**config.mk**
```make
export PLATFORM = sky130hd
export DESIGN_NAME = hcp_fifo
export DESIGN_NICKNAME = d
export VERILOG_FILES = /design/src/rtl/hcp_fifo.sv
export SDC_FILE = /design/constraint.sdc
export NUM_CORES = 1
export LEC_CHECK = 0
export BUFFER_PORTS_ARGS = -buffer_cell sky130_fd_sc_hd__buf_2
export CAP_MARGIN = 15
export CORE_MARGIN = 3
export CORE_UTILIZATION = 35
export CTS_CLUSTER_DIAMETER = 60
export CTS_CLUSTER_SIZE = 8
export DETAILED_ROUTE_END_ITERATION = 10
export HOLD_SLACK_MARGIN = 0.12
export PLACE_DENSITY = 0.61
export SLEW_MARGIN = 30
export SYNTH_ARGS = -nofsm -noshare
export SYNTH_HDL_FRONTEND = slang
export SYNTH_SLANG_ARGS = --single-unit
```
**constraint.sdc**
```tcl
create_clock -name clk_i -period 3.04 [get_ports clk_i]
set_input_delay 0 -clock clk_i [delete_from_list [all_inputs] [get_ports clk_i]]
set_output_delay 0 -clock clk_i [all_outputs]
set_load 0.03 [all_outputs]
```
**src/rtl/hcp_fifo.sv**
```systemverilog
// Small register queue between the lookup front end and the packer.
`timescale 1ns / 1ps

module hcp_fifo #(
  parameter int unsigned WIDTH = 39,
  parameter int unsigned DEPTH = 2
) (
  input  logic             clk_i,
  input  logic             rst_ni,
  input  logic             push_valid_i,
  output logic             push_ready_o,
  input  logic [WIDTH-1:0] push_data_i,
  output logic             pop_valid_o,
  input  logic             pop_ready_i,
  output logic [WIDTH-1:0] pop_data_o
);

  localparam int unsigned PtrW = (DEPTH > 1) ? $clog2(DEPTH) : 1;
  localparam int unsigned CntW = $clog2(DEPTH + 1);

  logic [WIDTH-1:0] mem_q [DEPTH];
  logic [PtrW-1:0]  wr_ptr_q, wr_ptr_d, rd_ptr_q, rd_ptr_d;
  logic [CntW-1:0]  cnt_q, cnt_d;
  logic             push, pop;

  assign push_ready_o = (cnt_q != CntW'(DEPTH));
  assign pop_valid_o  = (cnt_q != '0);
  assign pop_data_o   = mem_q[rd_ptr_q];
  assign push         = push_valid_i & push_ready_o;
  assign pop          = pop_valid_o & pop_ready_i;

  always_comb begin
    wr_ptr_d = wr_ptr_q;
    rd_ptr_d = rd_ptr_q;
    cnt_d    = cnt_q;
    if (push) begin
      wr_ptr_d = (wr_ptr_q == PtrW'(DEPTH - 1)) ? '0 : wr_ptr_q + PtrW'(1);
    end
    if (pop) begin
      rd_ptr_d = (rd_ptr_q == PtrW'(DEPTH - 1)) ? '0 : rd_ptr_q + PtrW'(1);
    end
    if (push && !pop) begin
      cnt_d = cnt_q + CntW'(1);
    end else if (pop && !push) begin
      cnt_d = cnt_q - CntW'(1);
    end
  end

  always_ff @(posedge clk_i or negedge rst_ni) begin
    if (!rst_ni) begin
      wr_ptr_q <= '0;
      rd_ptr_q <= '0;
      cnt_q    <= '0;
    end else begin
      wr_ptr_q <= wr_ptr_d;
      rd_ptr_q <= rd_ptr_d;
      cnt_q    <= cnt_d;
    end
  end

  always_ff @(posedge clk_i) begin
    if (push) begin
      mem_q[wr_ptr_q] <= push_data_i;
    end
  end

endmodule

```
# After elaboration in Yosys (flattened, before gate mapping)
# Memory sizes are Yosys's and may differ from the RTL's.
# Cells that the tools add are included.
# totals
mem_bits_rw,78
memories,1
in_bits,43
out_inout_bits,41
regBits,4
# classes
mux,6
add_sub_neg,4
eq_ne,1
bitwise_logic,2
n_reduce_logical,6
# memory_table
name,depth,word_bits,rd,rd_ports_with_merged_regs,wr,line,text
mem_q,2,39,1,0,1,21,logic [WIDTH-1:0] mem_q [DEPTH];
# op_table
operator,count
$mux W1,4
$mux W2,2
$reduce_bool A2 Y1,2
$add A1 B1 Y1 const B,2
$add A2 B1 Y2 const B,1
$and A1 B1 Y1,2
$logic_and A1 B1 Y1,2
$logic_not A1 Y1,2
$ne A2 B2 Y1 const B,1
$sub A2 B1 Y2 const B,1

# Longest topological paths before layout
# logic_depth
depth_word,6
depth_mapped,7

# Worst setup path before layout
# No wires, ideal clock.
# synth_timing
path_kind,flip-flop to flip-flop
start,register cnt_q[0]
end,memory mem_q[0][0] (enable)
synth_period_minus_slack_ns,2.790
path_buffers,0
arrival_time_ns,2.355
t_required_ns,2.605
path_slack_ns,0.250
stages_incl_launch_ff,4
cell_sequence,dfrtp_1 nand2b_4 nand2_1 nor2_1
# synth_between
elab_chain_len,4
# synth_lines
item,line,text
start: declaration,23,"logic [CntW-1:0] cnt_q, cnt_d;"
start signal: assignment,57,cnt_q <= cnt_d;
$ne A2 B2 Y1,26,assign push_ready_o = (cnt_q != CntW'(DEPTH));
named net push_ready_o,11,"output logic push_ready_o,"
$and A1 B1 Y1,29,assign push = push_valid_i & push_ready_o;
$mux W1,62,if (push) begin
$mux W1 (implied by the code),63,mem_q[wr_ptr_q] <= push_data_i;
end: declaration,21,
# The timed path passes the listed nets, and every way through them passes these cells.

# Worst setup path after layout
# layout_timing
start,register rd_ptr_q
end,output pop_data_o[27]
# layout_between
elab_chain_len,1
# layout_lines
item,line,text
start: declaration,22,"logic [PtrW-1:0] wr_ptr_q, wr_ptr_d, rd_ptr_q, rd_ptr_d;"
start signal: assignment,56,rd_ptr_q <= rd_ptr_d;
$mem_v2 Z2 W39,--,
end: declaration,15,output logic [WIDTH-1:0] pop_data_o
# No other way between the ends.

==> load_flow_metrics.sql <==
INSERT INTO impl_metrics (metric_group, metric, value, unit) VALUES
('outcome', 'outcome', 'completed', ''),
('timing', 'timing_worst_slew_pin_value', '924.0', 'ps'),
('floorplanning', 'top_level_ports', '84', ''),
('worst_setup_path', 'cp.arrival', '1930', 'ps'),
('yosys', 'syn-num-nets', '183', ''),
('worst_setup_path', 'setup.worst_path.end_class', 'output pin', ''),
('yosys', 'yosysWarnings', '0', ''),
('worst_setup_path', 'worst_path_max_delay_cell', 'dfrtp_2', ''),
('placement', 'postPlaceCellArea', '0.003552', 'mm^2'),
('floorplanning', 'floorplan.die.width', '99.09', 'um'),
('route', 'dr_total_vias', '1672', ''),
('worst_setup_path', 'criticalPathCategory', 'flip-flop to output pin', ''),
('grt', 'grt_first_pass_wirelength', '8204', 'um'),
('cts', 'cts.sinks', '82', ''),
('grt', 'antenna_found_initial', '0', ''),
('timing', 'min_period_over_period', '0.6345', ''),
('finish', 'num-fill-cells', '688', ''),
('yosys', 'synth_cell_types', '14', ''),
('cts', 'cts_htree_levels', '3', ''),
('timing', 'finalSetupViolations', '0', ''),
('grt', 'track_usage', '0.1105', ''),
('worst_setup_path', 'path_max_fanout', '40', ''),
('grt', 'first_global_vias', '1765', ''),
('cts', 'cts.path.max_buffers', '2', ''),
('yosys', 'synth_area_per_inst', '21.82', 'um^2'),
('floorplanning', 'fp-row-count', '33', ''),
('worst_setup_path', 'startpoint_type', 'flip-flop', ''),
('worst_setup_path', 'r2r_start', 'cnt_q[0]', ''),
('placement', 'hpwl', '3123', 'um'),
('grt', 'grt_overflow_total', '0', ''),
('placement', 'buffer_ports.inserted', '83', ''),
('finish', 'area_growth_syn_to_fin', '37.75', '%'),
('timing', 'worst_clock_skew', '9.007', 'ps'),
('timing', 'slew_viol_final', '0', ''),
('cts', 'post_cts.resized_instances', '0', ''),
('timing', 'min_period', '1929', 'ps'),
('finish', 'layout-drive-gt1-share', '0.5144', ''),
('cts', 'cts.clk_slew.worst_paths', '80', 'ps'),
('finish', 'layout_common_cells', 'buf_2 (83), edfxtp_1 (78), dlygate4sd3_1 (43)', ''),
('route', 'drt_first_pass_iters', '4', ''),
('pwr', 'power_leakage', '1.584', 'nW'),
('worst_setup_path', 'cells_along_the_critical_path', 'mux2_2 -> buf_2', ''),
('yosys', 'netlist_area', '0.003033', 'mm^2'),
('yosys', 'synth_instances', '139', ''),
('timing', 'timing.max_slew.rel_slack', '0.3840', ''),
('worst_setup_path', 'crit_end', 'pop_data_o[27]', ''),
('grt', 'largest_net_degree_at_the_start_of_global_routing', '41', ''),
('floorplanning', 'floorplan.die_area', '0.009819', 'mm^2'),
('worst_setup_path', 'timing.critical_path.required', '3040', 'ps'),
('route', 'drt_drc_violations_left', '0', ''),
('worst_setup_path', 'regToRegEndpoint', 'mem_q[1][4]', ''),
('finish', 'layout.cells.most_common', 'buf_2', ''),
('cts', 'worst_skew_pair.late_latency', '330', 'ps'),
('finish', 'antenna-diode-count', '0', ''),
('yosys', 'synth_seq_cells', '82', ''),
('floorplanning', 'die_h', '99.09', 'um'),
('finish', 'nNetsFinal', '317', ''),
('worst_setup_path', 'rrSetupSlack', '1270', 'ps'),
('worst_setup_path', 'ff2ff_path_depth', '2', ''),
('route', 'totalWireLength', '5179', 'um'),
('finish', 'fin_area', '0.004178', 'mm^2'),
('cts', 'tritoncts', 'built', ''),
('pwr', 'max-vdd-ir-drop', '0.6477', 'mV'),
('placement', 'place_congestion', '0.7131', ''),
('yosys', 'ys_seq_area_frac', '0.8053', ''),
('route', 'first_iter_violations', '36', ''),
('route', 'drt.antenna.violating_nets', '0', ''),
('worst_setup_path', 'setup.worst_path.start', 'rd_ptr_q', ''),
('floorplanning', 'start_util', '0.3654', ''),
('job', 'drv.max_cap_violation_count', '0', ''),
('timing', 'maxClockFrequency', '0.5185', 'GHz'),
('pwr', 'power.density_cell_area', '924.9', 'mW/mm^2'),
('timing', 'final_hold_viol_count', '0', ''),
('route', 'wl_per_cell', '13.52', 'um'),
('cts', 'clock_tree.root_cell', 'clkbuf_8', ''),
('route', 'vias_per_cell', '4.366', ''),
('timing', 'totalNegativeSetupSlack', '0', 'ps'),
('worst_setup_path', 'max_stage_delay', '970', 'ps'),
('cts', 'cts-buffers-inserted', '9', ''),
('floorplanning', 'design.core.area', '0.008299', 'mm^2'),
('timing', 'rsz_0062_raised_after_global_routing', 'false', ''),
('min_path', 'hold_path_class', 'input pin to flip-flop', '');
[registers in the layout, indices dropped and copies added (netlist names)]
name	cells
rd_ptr_q	1
cnt_q	2
mem_q	78
wr_ptr_q	1
[what timing repair did]
action                                 in CTS  in global routing
hold buffers                               43                  0
buffers inserted                            0                  0
endpoints found under the hold margin      85                  0
[worst max-delay path, delay by kind of cell, from the launching register on]
family	cells	cell delay, ps
muxes	1	430
DFF	1	970
buffers and inverters	1	180
[worst min path at each step]
stage                     from           end  cells past startpoint
5_1_grt        push_data_i[35]  mem_q[1][35]                      2
3_3_place_gp            rst_ni      cnt_q[0]                      1
2_1_floorplan           rst_ni      cnt_q[0]                      0
6_report       push_data_i[32]  mem_q[0][32]                      2
3_5_place_dp            rst_ni      cnt_q[0]                      1
4_1_cts        push_data_i[35]  mem_q[0][35]                      2
[final cells by class]
class	count	area, um^2	area share
clock buffers	11	141.4	0.03384
inverters	1	3.754	0.0008985
flip-flops and latches	82	2444	0.5849
multi-input cells	52	550.5	0.1318
repair buffers	127	853.3	0.2043
clock inverters	5	53.80	0.01288
well taps	105	131.4	0.03145
[report_power, final]
part	switching (W)	internal [W]	total (W)
registers	0.000172	0.00155	0.00172
logic	0.000859	0.000536	0.00139
clock network	0.000350	0.000398	0.000748
total	0.00138	0.00248	0.00386
[layer usage]
metal  routed length [um]  vias up  GRT usage
li1                     -      804          -
met1                 2304      799     0.1324
met2                 2374       67     0.1705
met3                  476        2    0.06381
met4                   23        0    0.03151
met5                    0        -          0
[cell families (layout without fill, tap and decap cells)]
kind of cell,count (synthesis),after routing,synth area share
flip-flops,82,82,0.8053
multiplexers,39,39,0.1448
buffers and inverters,5,144,0.01609
AND/OR/NAND/NOR,7,7,0.01527
adder cells (fa/ha/maj),1,1,0.004125
XOR/XNOR,5,5,0.01444
[per-stage QoR]
stage	total power (W)	util	setup slack (ps)	hold WS, ps	instances
3_3_place_gp	0.003118	0.4280	1254	-187.7	324
4_1_cts	0.003926	0.5034	1039	358.8	383
6_report	0.003864	0.5034	1111	382.6	383
2_1_floorplan	0.002777	-	250.2	-295.6	139
5_1_grt	0.004067	0.5034	975.4	358.3	383
3_5_place_dp	0.003127	0.4280	1242	-184.1	324
[Yosys cell counts]
library cell | n | share of area
edfxtp_1 | 78 | 0.77
nand2b_4 | 1 | 0.0045
buf_6 | 4 | 0.015
xor2_1 | 2 | 0.0058
xnor2_1 | 3 | 0.0087
nand2_2 | 1 | 0.0021
dfrtp_1 | 4 | 0.033
nand2_1 | 1 | 0.0012
and3_1 | 1 | 0.0021
inv_1 | 1 | 0.0012
nor2_1 | 2 | 0.0025
ha_1 | 1 | 0.0041
mux2_2 | 39 | 0.14
or2_4 | 1 | 0.0029
(Power assumes the default switching activity.)
